### config.mk
export PLATFORM = sky130hd
export DESIGN_NAME = thermal_frame_hotspot_locator_core_flat
export DESIGN_NICKNAME = d
export VERILOG_FILES = /design/src/hw/rtl/tfhl_pkg.sv /design/src/hw/rtl/tfhl_pixel_if.sv /design/src/hw/rtl/tfhl_result_if.sv /design/src/hw/rtl/tfhl_divider.sv /design/src/hw/rtl/thermal_frame_hotspot_locator_core.sv /design/src/flat_wrapper.sv
export SDC_FILE = /design/constraint.sdc
export NUM_CORES = 1
export LEC_CHECK = 0
export BUFFER_PORTS_ARGS = -buffer_cell sky130_fd_sc_hd__buf_2
export CAP_MARGIN = 20
export CORE_ASPECT_RATIO = 1.4
export CORE_MARGIN = 2
export CORE_UTILIZATION = 53
export DETAILED_ROUTE_END_ITERATION = 10
export GPL_TIMING_DRIVEN = 0
export HOLD_SLACK_MARGIN = 0.02
export PLACE_DENSITY = 0.72
export SLEW_MARGIN = 10
export SYNTH_ARGS = -nofsm -noshare
export SYNTH_HDL_FRONTEND = slang
export SYNTH_SLANG_ARGS = --single-unit
### constraint.sdc
create_clock -name clk -period 2.4 [get_ports clk]
set_input_delay 0.48 -clock clk [delete_from_list [all_inputs] [get_ports clk]]
set_output_delay 0.48 -clock clk [all_outputs]
set_load 0.01 [all_outputs]
### src/hw/rtl/tfhl_pkg.sv
`timescale 1ns / 1ps
// ----------------------------------------------------------------------------
// tfhl_pkg
// Shared constants and types of the thermal frame hotspot locator.
// ----------------------------------------------------------------------------
package tfhl_pkg;

    localparam int FRAME_COLS = 32;
    localparam int FRAME_ROWS = 24;
    localparam int FRAME_SIZE = FRAME_COLS * FRAME_ROWS;
    localparam int FRAME_DIM  = (FRAME_COLS > FRAME_ROWS) ? FRAME_COLS : FRAME_ROWS;

    // port field widths
    localparam int PIXEL_W  = 8;
    localparam int CENTER_W = 5;
    localparam int COUNT_W  = 10;

    // internal widths
    localparam int COL_W  = $clog2(FRAME_COLS);
    localparam int ROW_W  = $clog2(FRAME_ROWS);
    localparam int QUOT_W = (COL_W > ROW_W) ? COL_W : ROW_W;
    localparam int TIE_W  = $clog2(FRAME_SIZE + 1);
    localparam int SUM_W  = $clog2(FRAME_SIZE * (FRAME_DIM - 1) + 1);

    typedef enum logic [2:0] {
        ST_IDLE,
        ST_COL_START,
        ST_DIV_COL,
        ST_DIV_ROW,
        ST_FINISH
    } tfhl_state_t;

endpackage

### src/hw/rtl/tfhl_pixel_if.sv
`timescale 1ns / 1ps
// ----------------------------------------------------------------------------
// tfhl_pixel_if
// Pixel stream channel: valid/ready with pixel value and frame end mark.
// ----------------------------------------------------------------------------
interface tfhl_pixel_if;
    import tfhl_pkg::*;

    logic               valid;
    logic               ready;
    logic [PIXEL_W-1:0] pixel_value;
    logic               frame_end;

    modport source (output valid, output pixel_value, output frame_end, input ready);
    modport sink   (input valid, input pixel_value, input frame_end, output ready);
endinterface

### src/hw/rtl/tfhl_result_if.sv
`timescale 1ns / 1ps
// ----------------------------------------------------------------------------
// tfhl_result_if
// Result channel: valid/ready with peak value, tie centroid and tie count.
// ----------------------------------------------------------------------------
interface tfhl_result_if;
    import tfhl_pkg::*;

    logic                valid;
    logic                ready;
    logic [PIXEL_W-1:0]  peak_value;
    logic [CENTER_W-1:0] center_col;
    logic [CENTER_W-1:0] center_row;
    logic [COUNT_W-1:0]  peak_count;

    modport source (
        output valid, output peak_value, output center_col, output center_row,
        output peak_count, input ready
    );
    modport sink (
        input valid, input peak_value, input center_col, input center_row,
        input peak_count, output ready
    );
endinterface

### src/hw/rtl/tfhl_divider.sv
`timescale 1ns / 1ps
// ----------------------------------------------------------------------------
// tfhl_divider
// Restoring divider, one quotient bit per cycle, for the tie centroid means.
// ----------------------------------------------------------------------------
module tfhl_divider (
    input  logic                        clk,
    input  logic                        rst_n,
    input  logic                        start,
    input  logic [tfhl_pkg::SUM_W-1:0]  dividend,
    input  logic [tfhl_pkg::TIE_W-1:0]  divisor,
    output logic                        done,
    output logic [tfhl_pkg::QUOT_W-1:0] quotient
);
    import tfhl_pkg::*;

    localparam int DSH_W  = TIE_W + QUOT_W - 1;
    localparam int CMP_W  = (SUM_W > DSH_W) ? SUM_W : DSH_W;
    localparam int STEP_W = $clog2(QUOT_W + 1);

    logic [STEP_W-1:0] step_reg, step_next;
    logic              done_reg, done_next;
    logic [SUM_W-1:0]  rem_reg, rem_next;
    logic [DSH_W-1:0]  dsh_reg, dsh_next;
    logic [QUOT_W-1:0] quot_reg, quot_next;
    logic              zero_reg, zero_next;

    logic [CMP_W-1:0]  rem_ext;
    logic [CMP_W-1:0]  dsh_ext;
    logic [CMP_W-1:0]  rem_diff;
    logic              fits;

    assign rem_ext  = CMP_W'(rem_reg);
    assign dsh_ext  = CMP_W'(dsh_reg);
    assign rem_diff = rem_ext - dsh_ext;
    assign fits     = (rem_ext >= dsh_ext);

    always_comb
    begin
        step_next = step_reg;
        done_next = 1'b0;
        rem_next  = rem_reg;
        dsh_next  = dsh_reg;
        quot_next = quot_reg;
        zero_next = zero_reg;
        if (start)
        begin
            step_next = STEP_W'(QUOT_W);
            rem_next  = dividend;
            dsh_next  = DSH_W'(divisor) << (QUOT_W - 1);
            quot_next = '0;
            zero_next = (divisor == '0);
        end
        else if (step_reg != '0)
        begin
            if (fits)
            begin
                rem_next = SUM_W'(rem_diff);
            end
            quot_next = QUOT_W'({quot_reg, fits});
            dsh_next  = dsh_reg >> 1;
            step_next = step_reg - STEP_W'(1);
            done_next = (step_reg == STEP_W'(1));
        end
    end

    always_ff @(posedge clk or negedge rst_n)
    begin
        if (!rst_n)
        begin
            step_reg <= '0;
            done_reg <= 1'b0;
        end
        else
        begin
            step_reg <= step_next;
            done_reg <= done_next;
        end
    end

    always_ff @(posedge clk)
    begin
        rem_reg  <= rem_next;
        dsh_reg  <= dsh_next;
        quot_reg <= quot_next;
        zero_reg <= zero_next;
    end

    assign done     = done_reg;
    assign quotient = zero_reg ? '0 : quot_reg;

endmodule

### src/hw/rtl/thermal_frame_hotspot_locator_core.sv
`timescale 1ns / 1ps
// ----------------------------------------------------------------------------
// thermal_frame_hotspot_locator_core
// Peak pixel value of a thermal frame with the mean position of its ties.
// ----------------------------------------------------------------------------
// Pixels of a 32 by 24 frame arrive in raster order, one transfer per cycle
// while the input is ready. After the pixel marked as frame end, the input
// is held off while one shared restoring divider produces the mean column
// and then the mean row: a start state, two divisions (one quotient bit per
// cycle for 5 bits, then a registered done flag) and a finish state that
// loads the result. The result sits in an output register, so pixels of the
// next frame are taken while it waits; if the next frame end arrives before
// that result has been taken, the input stays held off after the divisions
// until it is. Pixels beyond the frame size are ignored, but a frame end on
// them still closes the frame.
// ----------------------------------------------------------------------------
module thermal_frame_hotspot_locator_core (
    input  logic          clk,
    input  logic          rst_n,
    tfhl_pixel_if.sink    pixel,
    tfhl_result_if.source result
);
    import tfhl_pkg::*;

    tfhl_state_t state_reg, state_next;

    logic [COL_W-1:0]   col_reg, col_next;
    logic [ROW_W-1:0]   row_reg, row_next;
    logic               full_reg, full_next;
    logic [PIXEL_W-1:0] peak_reg, peak_next;
    logic [TIE_W-1:0]   tie_reg, tie_next;
    logic [SUM_W-1:0]   csum_reg, csum_next;
    logic [SUM_W-1:0]   rsum_reg, rsum_next;
    logic [QUOT_W-1:0]  cq_reg, cq_next;

    logic                out_valid_reg, out_valid_next;
    logic [PIXEL_W-1:0]  out_peak_reg, out_peak_next;
    logic [CENTER_W-1:0] out_col_reg, out_col_next;
    logic [CENTER_W-1:0] out_row_reg, out_row_next;
    logic [COUNT_W-1:0]  out_cnt_reg, out_cnt_next;

    logic              in_xfer;
    logic              first_pixel;
    logic              div_start;
    logic [SUM_W-1:0]  div_dividend;
    logic              div_done;
    logic [QUOT_W-1:0] div_quotient;

    tfhl_divider u_divider (
        .clk      (clk),
        .rst_n    (rst_n),
        .start    (div_start),
        .dividend (div_dividend),
        .divisor  (tie_reg),
        .done     (div_done),
        .quotient (div_quotient)
    );

    assign pixel.ready = (state_reg == ST_IDLE);
    assign in_xfer     = pixel.valid && pixel.ready;
    assign first_pixel = (col_reg == '0) && (row_reg == '0) && !full_reg;

    always_comb
    begin
        state_next     = state_reg;
        col_next       = col_reg;
        row_next       = row_reg;
        full_next      = full_reg;
        peak_next      = peak_reg;
        tie_next       = tie_reg;
        csum_next      = csum_reg;
        rsum_next      = rsum_reg;
        cq_next        = cq_reg;
        out_valid_next = out_valid_reg;
        out_peak_next  = out_peak_reg;
        out_col_next   = out_col_reg;
        out_row_next   = out_row_reg;
        out_cnt_next   = out_cnt_reg;
        div_start      = 1'b0;
        div_dividend   = csum_reg;

        if (result.valid && result.ready)
        begin
            out_valid_next = 1'b0;
        end

        case (state_reg)
            ST_IDLE:
            begin
                if (in_xfer)
                begin
                    if (!full_reg)
                    begin
                        if (first_pixel || (pixel.pixel_value > peak_reg))
                        begin
                            peak_next = pixel.pixel_value;
                            tie_next  = TIE_W'(1);
                            csum_next = SUM_W'(col_reg);
                            rsum_next = SUM_W'(row_reg);
                        end
                        else if (pixel.pixel_value == peak_reg)
                        begin
                            tie_next  = tie_reg + TIE_W'(1);
                            csum_next = csum_reg + SUM_W'(col_reg);
                            rsum_next = rsum_reg + SUM_W'(row_reg);
                        end
                        if (col_reg == COL_W'(FRAME_COLS - 1))
                        begin
                            col_next = '0;
                            if (row_reg == ROW_W'(FRAME_ROWS - 1))
                            begin
                                row_next  = '0;
                                full_next = 1'b1;
                            end
                            else
                            begin
                                row_next = row_reg + ROW_W'(1);
                            end
                        end
                        else
                        begin
                            col_next = col_reg + COL_W'(1);
                        end
                    end
                    if (pixel.frame_end)
                    begin
                        state_next = ST_COL_START;
                    end
                end
            end
            ST_COL_START:
            begin
                div_start    = 1'b1;
                div_dividend = csum_reg;
                state_next   = ST_DIV_COL;
            end
            ST_DIV_COL:
            begin
                if (div_done)
                begin
                    cq_next      = div_quotient;
                    div_start    = 1'b1;
                    div_dividend = rsum_reg;
                    state_next   = ST_DIV_ROW;
                end
            end
            ST_DIV_ROW:
            begin
                if (div_done)
                begin
                    state_next = ST_FINISH;
                end
            end
            ST_FINISH:
            begin
                if (!out_valid_reg || result.ready)
                begin
                    out_valid_next = 1'b1;
                    out_peak_next  = peak_reg;
                    out_col_next   = CENTER_W'(cq_reg);
                    out_row_next   = CENTER_W'(div_quotient);
                    out_cnt_next   = COUNT_W'(tie_reg);
                    col_next       = '0;
                    row_next       = '0;
                    full_next      = 1'b0;
                    peak_next      = '0;
                    tie_next       = '0;
                    csum_next      = '0;
                    rsum_next      = '0;
                    state_next     = ST_IDLE;
                end
            end
            default:
            begin
                state_next = ST_IDLE;
            end
        endcase
    end

    always_ff @(posedge clk or negedge rst_n)
    begin
        if (!rst_n)
        begin
            state_reg     <= ST_IDLE;
            col_reg       <= '0;
            row_reg       <= '0;
            full_reg      <= 1'b0;
            peak_reg      <= '0;
            tie_reg       <= '0;
            csum_reg      <= '0;
            rsum_reg      <= '0;
            out_valid_reg <= 1'b0;
        end
        else
        begin
            state_reg     <= state_next;
            col_reg       <= col_next;
            row_reg       <= row_next;
            full_reg      <= full_next;
            peak_reg      <= peak_next;
            tie_reg       <= tie_next;
            csum_reg      <= csum_next;
            rsum_reg      <= rsum_next;
            out_valid_reg <= out_valid_next;
        end
    end

    always_ff @(posedge clk)
    begin
        cq_reg       <= cq_next;
        out_peak_reg <= out_peak_next;
        out_col_reg  <= out_col_next;
        out_row_reg  <= out_row_next;
        out_cnt_reg  <= out_cnt_next;
    end

    assign result.valid      = out_valid_reg;
    assign result.peak_value = out_peak_reg;
    assign result.center_col = out_col_reg;
    assign result.center_row = out_row_reg;
    assign result.peak_count = out_cnt_reg;

endmodule

### src/flat_wrapper.sv
// flat-port wrapper written by rule: the top's interface ports become plain ports
module thermal_frame_hotspot_locator_core_flat import tfhl_pkg::*;
  (clk, rst_n, pixel_valid, pixel_pixel_value, pixel_frame_end, pixel_ready, result_valid, result_peak_value, result_center_col, result_center_row, result_peak_count, result_ready);
  tfhl_pixel_if pixel_i ();
  tfhl_result_if result_i ();
  input  logic clk;
  input  logic rst_n;
  input wire logic [$bits(pixel_i.valid)-1:0] pixel_valid;
  input wire logic [$bits(pixel_i.pixel_value)-1:0] pixel_pixel_value;
  input wire logic [$bits(pixel_i.frame_end)-1:0] pixel_frame_end;
  output wire logic [$bits(pixel_i.ready)-1:0] pixel_ready;
  output wire logic [$bits(result_i.valid)-1:0] result_valid;
  output wire logic [$bits(result_i.peak_value)-1:0] result_peak_value;
  output wire logic [$bits(result_i.center_col)-1:0] result_center_col;
  output wire logic [$bits(result_i.center_row)-1:0] result_center_row;
  output wire logic [$bits(result_i.peak_count)-1:0] result_peak_count;
  input wire logic [$bits(result_i.ready)-1:0] result_ready;
  assign pixel_i.valid = pixel_valid;
  assign pixel_i.pixel_value = pixel_pixel_value;
  assign pixel_i.frame_end = pixel_frame_end;
  assign pixel_ready = pixel_i.ready;
  assign result_valid = result_i.valid;
  assign result_peak_value = result_i.peak_value;
  assign result_center_col = result_i.center_col;
  assign result_center_row = result_i.center_row;
  assign result_peak_count = result_i.peak_count;
  assign result_i.ready = result_ready;
  thermal_frame_hotspot_locator_core u_core (.clk(clk), .rst_n(rst_n), .pixel(pixel_i), .result(result_i));
endmodule
After elaboration in Yosys (flattened, before gate mapping)
Index checks and enable logic that the tools add are counted.
Storage, ports and cells
  input bits: 13
  logic and storage cells: 133
  flip-flop bits (word level): 135
  output and inout port bits: 30
Operators by class
  equality and inequality tests: 17
  muxes and demuxes: 61
  reductions and logical operators: 25
  $add $sub $neg: 7
  magnitude comparators: 2
Operators with widths (number)
  $mux W15: 14
  $pmux W15 S2: 2
  $mux W10: 5
  $mux W5: 9
  $mux W8: 4
  $add A15 B5 Y15: 2
  $mux W14: 2
  $mux W3: 7
  $pmux W10 S2: 1
  $pmux W5 S2: 2
  $reduce_and A5 Y1: 4
  $pmux W8 S2: 1
  $ge A15 B14 Y1: 1
  $pmux W3 S5: 1
  $sub A15 B14 Y15: 1
  $ne A2 B2 Y1 const B: 7
  $mux W1: 11
  $add A10 B1 Y10 const B: 1
  $add A5 B1 Y5 const B: 2
  $eq A5 B5 Y1 const B: 2
  $logic_not A10 Y1: 1
  $logic_not A5 Y1: 2
  $eq A8 B8 Y1: 1
  $gt A8 B8 Y1: 1
  other kinds (16): 28

Depth between registers and ports, before layout
Gate-level depths: netlist of the first run.
  word-level depth: 8
  depth in mapped cells: 11
  gate-level depth less buffers: 10

Cells and area by module
Synthesis of the first run repeated with hierarchy kept, for this count alone.
Second synthesis, totals
  cell total of the unflattened synthesis: 739
  area, all modules: 7480.9 µm²
By module, submodules not included
  thermal_frame_hotspot_locator_core: area each 4984.8 µm², cells an instance 463, instances 1
  tfhl_divider: area each 2496.1 µm², cells an instance 276, instances 1

Worst setup path before layout of the first run
No wires, ideal clock.
  path kind: reg-to-reg
  start point: register u_core.u_divider.dsh_reg[3]
  end point: register u_core.u_divider.rem_reg[0] (netlist: u_core.u_divider.rem_ext[0]) (enable)
  period minus slack after synthesis: 2419 ps
  setup slack: -19 ps
  cell stages (with the launch flop): 10
  setup time: 309 ps
  data arrival time: 2110 ps
  path buffers: 0
  cells stage by stage: dfxtp_1 > inv_1 > ha_1 > a21o_1 > a21oi_1 > a21o_1 > nand3_1 > a31o_1 > a211o_1 > a21o_1
On the way
  longest elaborated chain between the ends: 3
RTL lines
  start: declaration: line tfhl_divider.sv:24  | logic [DSH_W-1:0] dsh_reg, dsh_next;
  start signal: assignment: line tfhl_divider.sv:84  | dsh_reg <= dsh_next;
  $ge A15 B14 Y1: line tfhl_divider.sv:36  | assign fits = (rem_ext >= dsh_ext);
  $reduce_bool A2 Y1 (no source line)
  $reduce_and A2 Y1 (no source line)
  end signal: assignment: line tfhl_divider.sv:83  | rem_reg <= rem_next;
  end: declaration: line tfhl_divider.sv:23  | logic [SUM_W-1:0] rem_reg, rem_next;
No other way between the ends.
A chain may end at the register's enable or synchronous reset.

Final worst setup path of the first run
  start point: register u_core.peak_reg[5]
  end point: register u_core.rsum_reg[14]
On the way
  longest elaborated chain between the ends: 6
  elaborated cells on any way between the ends: 9
  those cells by class: 1 x order compare; 2 x eq/ne; 4 x mux; 2 x reduce/logical
RTL lines
  start: declaration: line thermal_frame_hotspot_locator_core.sv:30  | logic [PIXEL_W-1:0] peak_reg, peak_next;
  start signal: assignment: line thermal_frame_hotspot_locator_core.sv:200  | peak_reg <= peak_next;
  $gt A8 B8 Y1: line thermal_frame_hotspot_locator_core.sv:94  | if (first_pixel || (pixel.pixel_value > peak_reg))
  $logic_or A1 B1 Y1: line thermal_frame_hotspot_locator_core.sv:94
  $mux W15: line thermal_frame_hotspot_locator_core.sv:94
  $mux W15: line thermal_frame_hotspot_locator_core.sv:92  | if (!full_reg)
  $mux W15: line thermal_frame_hotspot_locator_core.sv:90  | if (in_xfer)
  $pmux W15 S2: line thermal_frame_hotspot_locator_core.sv:87  | case (state_reg)
  end signal: assignment: line thermal_frame_hotspot_locator_core.sv:203  | rsum_reg <= rsum_next;
  end: declaration: line thermal_frame_hotspot_locator_core.sv:33  | logic [SUM_W-1:0] rsum_reg, rsum_next;
Several ways; a longest one is shown, not always the timed one. The select of a mux whose other input is x is not followed.

==> out/qor.csv, run 1 <==
stage,metric,value,unit
run_status,status,"finished, violations left",
run_status,violations,setup timing,
sta,final-setup-viol-count,9,
sta,max_freq,406.3,MHz
sta,timing.final.crit_share,102.6,%
placed_design,dp_worst_setup_slack,-0.4747,ns
synth,ys_seq_area_share,49.80,%
sta,timing_max_transition_violations_final,0,
floorplanning,die_w,103.1,um
final_layout,final_cells,1002,
synth,synth_warnings,0,
final_layout,fillers,965,
worst_setup_path,cp.required,2.72,ns
floorplanning,start_util,54.42,%
floorplanning,io_pins,43,
drt,first_iter_violations,460,
final_layout,layout-drive-gt1-share,28.54,%
placed_design,dpl_cell_area,7767,sq um
worst_setup_path,worst_path_largest_cell_delay,0.55,ns
worst_hold_path,hold_depth,3,
worst_setup_path,r2r-start,u_core.peak_reg[5],
synth,synthCells,712,
sta,holdWs,0.3377,ns
worst_setup_path,crit_type,reg -> reg,
clock_tree,cts_num_sinks,135,
sta,tightest_slew,0.6864,ns
worst_setup_path,cp-start-kind,flip-flop,
worst_hold_path,hold_path_class,in -> reg,
worst_setup_path,cp-end-kind,flip-flop,
grt,track_usage,26.47,%
power_and_ir_drop,finalPower,12.84,mW
worst_setup_path,r2r_cells,11,
power_and_ir_drop,p_leak,3.878,nW
final_layout,layout_common_cells,"nand2_1 (80), dfrtp_1 (62), edfxtp_1 (59)",
final_layout,fin_util,69.52,%
clock_tree,cts_max_level,4,
power_and_ir_drop,vdd_drop_max,0.6572,mV
sta,clock_skew,0.01190,ns
placed_design,io_buffers,42,
clock_tree,cts_tree,built,
final_layout,diodes,0,
grt,grt_overflow,0,
run,cap_violations,0,
drt,wl,19880,um
final_layout,nets,865,
placed_design,dp_hpwl,12610,um
worst_hold_path,hold_path.startpoint,pixel_pixel_value[5],
worst_setup_path,cp_cell_sequence,inv_1 > ha_4 > a21oi_2 > o21ai_2 > o21a_1 > or4_4 > buf_8 > buf_6 > a41oi_2 > o21ai_1 > o31ai_2,
sta,fin_ws,-0.06153,ns
synth,async_flop_share,49.63,%
worst_setup_path,path_max_fanout,7,
final_layout,finish.instance_area,9308,sq um
floorplanning,die_area,14710,sq um
synth,synth_edf_count,59,
final_layout,synthToLayoutAreaGrowth,27.75,%
synth,ys_types,65,
clock_tree,numCtsBuffers,17,
placed_design,dp_cells,939,
worst_setup_path,cp.arrival,2.78,ns
drt,drtAntennaViolNets,0,
sta,tns,-0.1682,ns
power_and_ir_drop,p_per_area,1379,nW/um^2
synth,syn_nets,770,
sta,relSlewSlack,54.24,%
drt,drtPass1Iterations,5,
synth,avgSynthCellArea,10.23,sq um
sta,period_needed,2.462,ns
grt,first_global_vias,6035,
drt,route.detailed.drc,0,
floorplanning,design.core.area,13390,sq um
worst_setup_path,slowest_stage,or4_4,
drt,vias,6117,
grt,antenna_found_initial,0,
clock_tree,clkTransAtPathRegs,0.07,ns
drt,routed_via_density,6.105,
sta,hold_viol,0,
synth,synth_seq_cells,135,
synth,synth_area,7286,sq um
sta,rsz0062_at_grt,true,
synth,synth-main-ff-cell,dfrtp_1,
grt,grt_pass1_wl,29920,um
clock_tree,root_buffer,clkbuf_16,
placed_design,place_congestion,0.8979,
clock_tree,clock_path_buffers,2,
clock_tree,worstSkewPairLatency,0.43,ns
worst_setup_path,startpoint,u_core.peak_reg[5],
floorplanning,die_h,142.7,um
grt,grt_max_degree,36,
drt,wl_per_cell,19.84,um
floorplanning,rows,50,
final_layout,final_common_cell,nand2_1,
-- cell families (layout without fill, tap and decap cells) --
kind of cell             count (synthesis)  after routing  synth area share [%]
multiplexers                            17             17                 2.370
AO/OA/AOI/OAI                          217            218                 18.63
XOR/XNOR                                19             19                 2.284
AND/OR/NAND/NOR                        212            212                 14.75
flip-flops                             135            135                 49.80
buffers and inverters                   67            174                 4.121
adder cells (fa/ha/maj)                 45             45                 8.037
-- final timing paths --
check | slack (ns) | to
hold reg to reg | 0.42 | u_core.result.center_col[3]
max in group asynchronous | 1.29 | u_core.col_reg[1]
min in group asynchronous | 0.55 | u_core.csum_reg[9]
setup reg to reg | -0.06 | u_core.rsum_reg[14]
hold / removal | 0.34 | u_core.peak_reg[5]
setup / recovery | -0.06 | u_core.rsum_reg[14]
-- critical path: cells and delay by family (launching register included) --
family                   cells  cell delay, ns
buffers and inverters        3            0.43
adder cells (fa/ha/maj)      1            0.22
AO/OA/AOI/OAI                6            0.77
AND/OR/NAND/NOR              1            0.55
flip-flops                   1            0.38
-- power breakdown --
part | internal (mW) | switching, mW
clock network | 1.60 | 1.17
logic | 2.90 | 3.41
registers | 3.27 | 0.481
-- layout make-up --
class	instances	area, sq um	share of cell area, %
Buffer	28	206.4	2.218
Clock buffer	17	425.4	4.571
Clock inverter	15	202.7	2.178
Inverter	34	127.6	1.371
Multi-Input combinational cell	511	3862	41.50
Sequential cell	135	3640	39.10
Tap cell	182	227.7	2.447
Timing Repair Buffer	80	615.6	6.614
-- timing repair --
action | CTS | global route
setup endpoints to repair | 100 | 97
pin swaps | 12 | 32
hold buffers | 1 | 0
gates cloned | 1 | 4
setup buffers | 14 | 16
gates resized for setup | 39 | 99
endpoints found under the hold margin | 1 | 0
-- per-layer routing --
metal  vias to the layer above  track usage (%)  share of wire [%]
met3                        55            4.699                4.4
met1                      3019            30.62                 37
met5                         -                0                  0
met4                         0            10.11                3.9
met2                       232            47.81                 54
li1                       2811                -                  -
-- cell usage after synthesis (8+ instances only) --
master / instances / share of area, %
and3_1: 11 / 0.94
edfxtp_1: 59 / 24
nand2_1: 84 / 4.3
nor2b_1: 11 / 0.94
a21o_1: 16 / 1.6
o21ai_0: 31 / 2.1
xor2_1: 10 / 1.2
inv_1: 34 / 1.8
mux2i_1: 15 / 2.1
nand3_1: 18 / 1.2
nand2b_1: 9 / 0.77
a31oi_1: 8 / 0.69
dfrtp_1: 67 / 23
ha_1: 42 / 7.2
nor2_1: 31 / 1.6
nand4_1: 13 / 1.1
clkbuf_1: 20 / 1.0
a22oi_1: 14 / 1.4
a21oi_1: 40 / 2.7
xnor2_1: 9 / 1.1
o31ai_1: 11 / 1.1
o21ai_1: 59 / 4.1
dfxtp_1: 9 / 2.5
nor3_1: 9 / 0.62
Power figures use the tool's default switching activity.
==> inputs of run 2 (changes only) <==
PLACE_DENSITY = 0.69   (was 0.72)
clock period = 2.8 ns   (was 2.4 ns; I/O delays follow)
==> run 2 against run 1 <==
Compared with the run above:
- the run now ends clean
- via count shrank 6.2%
- clock power shrank 22%
- sequential cell count unchanged
- die area is the same
- critical path depth shrank 1
- sequential power shrank 16%
- core utilization shrank 7.0 points
==> out/qor.csv, run 2 (synthesized netlist as in run 1, its figures left out) <==
stage,metric,value,unit,change
power_and_ir_drop,p_leak,3.585,nW,-7.6%
drt,drtAntennaViolNets,0,,unchanged
sta,rsz0062_at_grt,false,,
final_layout,finish.instance_area,8371,sq um,-10%
sta,clock_skew,0.006602,ns,-0.005294 ns
grt,first_global_vias,5896,,-2.3%
sta,timing_max_transition_violations_final,0,,unchanged
drt,drtPass1Iterations,6,,+1
placed_design,dp_hpwl,12500,um,-0.89%
grt,antenna_found_initial,0,,unchanged
final_layout,nets,834,,-3.6%
worst_setup_path,crit_type,reg -> reg,,
clock_tree,clkTransAtPathRegs,0.06,ns,about the same
placed_design,place_congestion,0.9217,,+2.7%
drt,wl,17550,um,-12%
worst_setup_path,cp.arrival,2.94,ns,+0.16 ns
clock_tree,cts_max_level,4,,unchanged
sta,tightest_slew,0.7754,ns,+0.08898 ns
final_layout,final_cells,971,,-3.1%
run_status,status,finished clean,,
clock_tree,cts_num_sinks,135,,unchanged
drt,first_iter_violations,520,,+13%
worst_setup_path,cp-start-kind,flip-flop,,
grt,grt_pass1_wl,29010,um,-3.0%
clock_tree,cts_tree,built,,
sta,max_freq,381.5,MHz,-6.1%
floorplanning,rows,50,,unchanged
run,cap_violations,0,,unchanged
floorplanning,die_w,103.1,um,unchanged
final_layout,final_common_cell,nand2_1,,
clock_tree,worstSkewPairLatency,0.43,ns,about the same
drt,routed_via_density,5.909,,-3.2%
final_layout,register_area,3628,sq um,-0.31%
grt,track_usage,25.89,%,-0.58 points
worst_hold_path,hold_path_class,in -> reg,,
worst_setup_path,cp-end-kind,flip-flop,,
clock_tree,numCtsBuffers,17,,unchanged
power_and_ir_drop,p_per_area,1110,nW/um^2,-19%
drt,wl_per_cell,18.07,um,-8.9%
floorplanning,die_h,142.7,um,unchanged
sta,period_needed,2.621,ns,+0.1596 ns
final_layout,synthToLayoutAreaGrowth,14.89,%,
clock_tree,root_buffer,clkbuf_16,,
final_layout,diodes,0,,unchanged
sta,final-setup-viol-count,0,,-9
power_and_ir_drop,vdd_drop_max,0.5242,mV,-20%
worst_setup_path,cp.required,3.12,ns,+0.40 ns
clock_tree,postCtsSetupBuffers,0,,-14
sta,tns,0,ns,+0.1682 ns
worst_hold_path,hold_depth,3,,unchanged
sta,timing.final.crit_share,93.61,%,-9.0 points
placed_design,io_buffers,42,,unchanged
floorplanning,io_pins,43,,unchanged
floorplanning,design.core.area,13390,sq um,unchanged
worst_setup_path,path_max_fanout,7,,unchanged
sta,relSlewSlack,48.31,%,-5.9 points
sta,hold_viol,0,,unchanged
floorplanning,die_area,14710,sq um,unchanged
grt,grt_max_degree,55,,+53%
grt,grt_overflow,0,,unchanged
placed_design,dp_cells,938,,-0.11%
floorplanning,start_util,54.42,%,unchanged
clock_tree,clock_path_buffers,2,,unchanged
drt,route.detailed.drc,0,,unchanged
final_layout,layout-drive-gt1-share,13.31,%,-15 points
final_layout,layout_common_cells,"nand2_1 (84), dfrtp_1 (67), o21ai_1 (59), edfxtp_1 (59), buf_2 (47)",,
worst_setup_path,r2r_cells,10,,-1
placed_design,dpl_cell_area,7774,sq um,about the same
final_layout,multi_input_area,3378,sq um,-13%
final_layout,fillers,1130,,+17%
drt,vias,5738,,-6.2%
run 2: routing by layer:
layer / wire [um] / part of all wire (%) / track usage, %
met3: 742 / 4.2 / 6.070
met2: 9348 / 53 / 45.69
met5: 0 / 0 / 0
met1: 6948 / 40 / 29.19
met4: 511 / 2.9 / 11.63
run 2: path summary, 6_finish.rpt:
check	start	endpoint	slack [ns]
setup / recovery	u_core.row_reg[0]	u_core.rsum_reg[14]	0.18
hold / removal	pixel_pixel_value[1]	u_core.peak_reg[1]	0.39
setup reg to reg	u_core.row_reg[0]	u_core.rsum_reg[14]	0.18
hold reg to reg	u_core.cq_reg[2]	u_core.result.center_col[2]	0.42
max in group asynchronous	rst_n	u_core.tie_reg[2]	1.73
min in group asynchronous	rst_n	u_core.csum_reg[9]	0.53
run 2: per-stage QoR:
step / setup slack (ns) / hold slack (ns) / power [mW] / util, %
2_1_floorplan: 0.3562 / 0.2644 / 6.115 / -
3_3_place_gp: -0.6949 / 0.4007 / 6.884 / 57.69
3_5_place_dp: -0.2233 / 0.4079 / 7.049 / 58.07
4_1_cts: 0.1269 / 0.3794 / 9.275 / 62.48
5_1_grt: 0.001150 / 0.3920 / 9.967 / 62.52
6_report: 0.1789 / 0.3869 / 9.292 / 62.52
run 2: critical path, cell delays in order, from the launching register on:
cell and delay (ns):
dfrtp_1 0.44, ha_1 0.25, fa_1 0.43, a211oi_1 0.23, o21bai_1 0.17, and4_1 0.26
and3_1 0.19, clkbuf_1 0.15, a41oi_1 0.22, o21ai_1 0.09, o31ai_1 0.08
run 2: timing repair:
| action | in CTS | in global routing |
|---|---|---|
| hold buffers | 1 | 0 |
| resized for setup | 3 | 1 |
| hold endpoints to repair | 13 | 0 |
| setup endpoints to repair | 15 | 15 |
| cloned | 0 | 0 |
run 2: layout make-up:
| class | count | area share, % |
|---|---|---|
| Inverter | 34 | 1.525 |
| Clock buffer | 17 | 5.082 |
| Multi-Input combinational cell | 510 | 40.36 |
| Sequential cell | 135 | 43.35 |
| Buffer | 33 | 2.063 |
| Timing Repair Buffer | 45 | 3.169 |
| Clock inverter | 15 | 1.734 |
| Tap cell | 182 | 2.720 |
run 2: power by group:
group	switching, mW	internal (mW)
Clock	0.917	1.24
Sequential	0.361	2.80
Combinational	2.38	1.60
Total	3.66	5.63
==> inputs of run 3 (changes only) <==
BUFFER_PORTS_ARGS = unset   (was -buffer_cell sky130_fd_sc_hd__buf_2)
DONT_BUFFER_PORTS = 1   (was unset)
PLACE_DENSITY = 0.66   (was 0.69)
==> run 3 against run 2 <==
Compared with the run above:
- routed wire length fell by 3.1%
- highest routed layer unchanged
- clock skew rose by 0.0051 ns
- critical path depth did not move
- critical endpoint unchanged
- non-clock buffer count decreased by 42
- via count decreased by 3.8%
- combinational power down 1%
- sequential cell count unchanged
- clock power up 6%
- die area did not move
- maximum frequency shrank 1.1%
- global-route usage decreased by 1.0 points
- worst hold slack got worse by 0.37 ns
==> out/qor.csv, run 3 (synthesized netlist as in run 1, its figures left out) <==
stage,metric,value,unit,change
grt,antenna_found_initial,0,,unchanged
grt,grt_max_degree,68,,+24%
sta,relSlewSlack,46.95,%,-1.4 points
drt,vias,5521,,-3.8%
grt,grt_overflow,0,,unchanged
power_and_ir_drop,p_int,5.669,mW,+0.64%
grt,grt_pass1_wl,28080,um,-3.2%
worst_setup_path,cp-start-kind,flip-flop,,
final_layout,fillers,1168,,+3.4%
placed_design,io_buffers,0,,-100%
grt,first_global_vias,5499,,-6.7%
worst_hold_path,hold_path_class,in -> async,,
power_and_ir_drop,p_leak,3.431,nW,-4.3%
sta,tns,0,ns,unchanged
worst_setup_path,crit_type,reg -> reg,,
final_layout,layout-drive-gt1-share,8.969,%,-4.3 points
final_layout,final_common_cell,nand2_1,,
floorplanning,start_util,54.42,%,unchanged
power_and_ir_drop,p_sw_share,39.54,%,+0.16 points
clock_tree,numCtsBuffers,17,,unchanged
clock_tree,cts_max_level,4,,unchanged
worst_setup_path,r2r-start,u_core.row_reg[0],,
drt,drtAntennaViolNets,0,,unchanged
floorplanning,die_w,103.1,um,unchanged
placed_design,place_congestion,0.8873,,-3.7%
power_and_ir_drop,comb_power_share,41.9,%,-0.9 points
worst_setup_path,cp-end-kind,flip-flop,,
drt,met1_length,6864,um,-1.2%
floorplanning,io_pins,43,,unchanged
floorplanning,die_area,14710,sq um,unchanged
clock_tree,root_buffer,clkbuf_16,,
sta,tightest_slew,0.7957,ns,+0.02032 ns
clock_tree,cts_num_sinks,135,,unchanged
worst_setup_path,r2r_end,u_core.rsum_reg[14],,
final_layout,final_cells,929,,-4.3%
floorplanning,design.core.area,13390,sq um,unchanged
grt,track_usage,24.84,%,-1.0 points
floorplanning,rows,50,,unchanged
power_and_ir_drop,seq_power_share,33.7,%,-0.3 points
sta,timing_max_transition_violations_final,0,,unchanged
sta,fin_ws,0.1487,ns,-0.03023 ns
worst_setup_path,r2r_cells,10,,unchanged
sta,period_needed,2.651,ns,+0.03023 ns
final_layout,register_area,3628,sq um,unchanged
clock_tree,clock_path_buffers,2,,unchanged
power_and_ir_drop,power.share.clock,24.4,%,+1.2 points
sta,max_freq,377.2,MHz,-1.1%
placed_design,dp_worst_setup_slack,-0.2615,ns,-0.03823 ns
sta,rsz0062_at_grt,false,,
power_and_ir_drop,vdd_drop_max,0.5871,mV,+12%
clock_tree,cts_tree,built,,
worst_setup_path,cp.required,3.13,ns,about the same
placed_design,dp_cells,895,,-4.6%
drt,drtPass1Iterations,5,,-1
sta,timing.final.crit_share,94.69,%,+1.1 points
floorplanning,die_h,142.7,um,unchanged
clock_tree,worstSkewPairLatency,0.43,ns,about the same
final_layout,fin_util,61.24,%,-1.3 points
run,cap_violations,0,,unchanged
power_and_ir_drop,finalPower,9.377,mW,+0.91%
drt,wl_per_cell,18.31,um,+1.3%
final_layout,layout_common_cells,"nand2_1 (84), dfrtp_1 (67), o21ai_1 (59), edfxtp_1 (59), ha_1 (42)",,
worst_setup_path,path_max_fanout,7,,unchanged
worst_setup_path,regToRegSetupSlack,0.15,ns,-0.03 ns
power_and_ir_drop,p_per_area,1144,nW/um^2,+3.0%
sta,clock_skew,0.01171,ns,+0.005111 ns
final_layout,multi_input_area,3378,sq um,unchanged
drt,first_iter_violations,486,,-6.5%
drt,route.detailed.drc,0,,unchanged
sta,hold_viol,0,,unchanged
power_and_ir_drop,switching_power,3.708,mW,+1.3%
final_layout,nets,792,,-5.0%
drt,top_layer_used,met4,,
final_layout,diodes,0,,unchanged
drt,dr_wl_met3,649,um,-13%
drt,routed_via_density,5.943,,+0.57%
worst_setup_path,cp.arrival,2.98,ns,+0.04 ns
drt,wl,17010,um,-3.1%
final_layout,synthToLayoutAreaGrowth,12.54,%,
sta,final-setup-viol-count,0,,unchanged
placed_design,dp_hpwl,12030,um,-3.7%
clock_tree,clkTransAtPathRegs,0.07,ns,about the same
run_status,status,finished clean,,
drt,route.met2.wl,9101,um,-2.6%
[run 3: cell count changes in the layout (fill, tap and decap cells not counted), sizes merged]
cell / previous run / this run
buf: 57 / 16
clkinv: 8 / 1
inv: 39 / 45
clkinvlp: 1 / 2
dlygate4sd3: 1 / 0
[run 3: metrics by stage]
step / hold slack, ns / area, sq um
6_report: 0.01868 / 8199
3_3_place_gp: 0.2686 / 7513
3_5_place_dp: 0.2680 / 7533
2_1_floorplan: 0.2644 / 7286
5_1_grt: 0.04252 / 8199
4_1_cts: 0.02634 / 8172
[run 3: power groups by stage]
stage          sequential [mW]  combinational (mW)  clock [mW]
2_1_floorplan             3.08                3.04           0
4_1_cts                   3.16                3.90        2.32
6_report                  3.16                3.93        2.29
3_3_place_gp              3.17                3.70           0
3_5_place_dp              3.20                3.82           0
5_1_grt                   3.22                4.42        2.41
[run 3: timing repair]
action | in CTS | in global routing
pin swaps | 0 | 1
hold endpoints to repair | 67 | 0
hold buffers | 1 | 0
endpoints found under the setup margin | 15 | 16
buffers inserted | 0 | 1
gates cloned | 0 | 0
gates resized for setup | 3 | 3
[run 3: worst max-delay path by stage]
stage	cells after the start	end	from
after floorplan	9	u_core.peak_reg[0]	pixel_pixel_value[7]
after global placement	6	u_core.u_divider.rem_ext[7]	u_core.state_reg[2]
after detailed placement	6	u_core.u_divider.rem_ext[6]	u_core.state_reg[2]
after CTS	7	u_core.u_divider.rem_ext[4]	u_core.state_reg[2]
after global routing	10	u_core.rsum_reg[12]	u_core.row_reg[0]
final	10	u_core.rsum_reg[14]	u_core.row_reg[0]
[run 3: critical path: stages (launching register included)]
cell,delay (ns)
dfrtp_1,0.45
ha_1,0.26
fa_1,0.43
a211oi_1,0.26
o21bai_1,0.17
and4_1,0.27
and3_1,0.18
clkbuf_1,0.15
a41oi_1,0.23
o21ai_1,0.08
o31ai_1,0.07
[run 3: cell type report]
| cell class | instances | share of cell area (%) |
|---|---|---|
| Multi-Input combinational cell | 510 | 41.20 |
| Timing Repair Buffer | 3 | 0.7630 |
| Tap cell | 182 | 2.777 |
| Inverter | 34 | 1.557 |
| Buffer | 33 | 2.121 |
| Clock buffer | 17 | 5.188 |
| Clock inverter | 15 | 2.136 |
| Sequential cell | 135 | 44.25 |
[run 3: per-layer routing]
metal	vias to the layer above	global-route usage, %
li1	2652	-
met1	2679	30.47
met2	159	42.82
met3	31	5.091
met4	0	8.934
met5	-	0
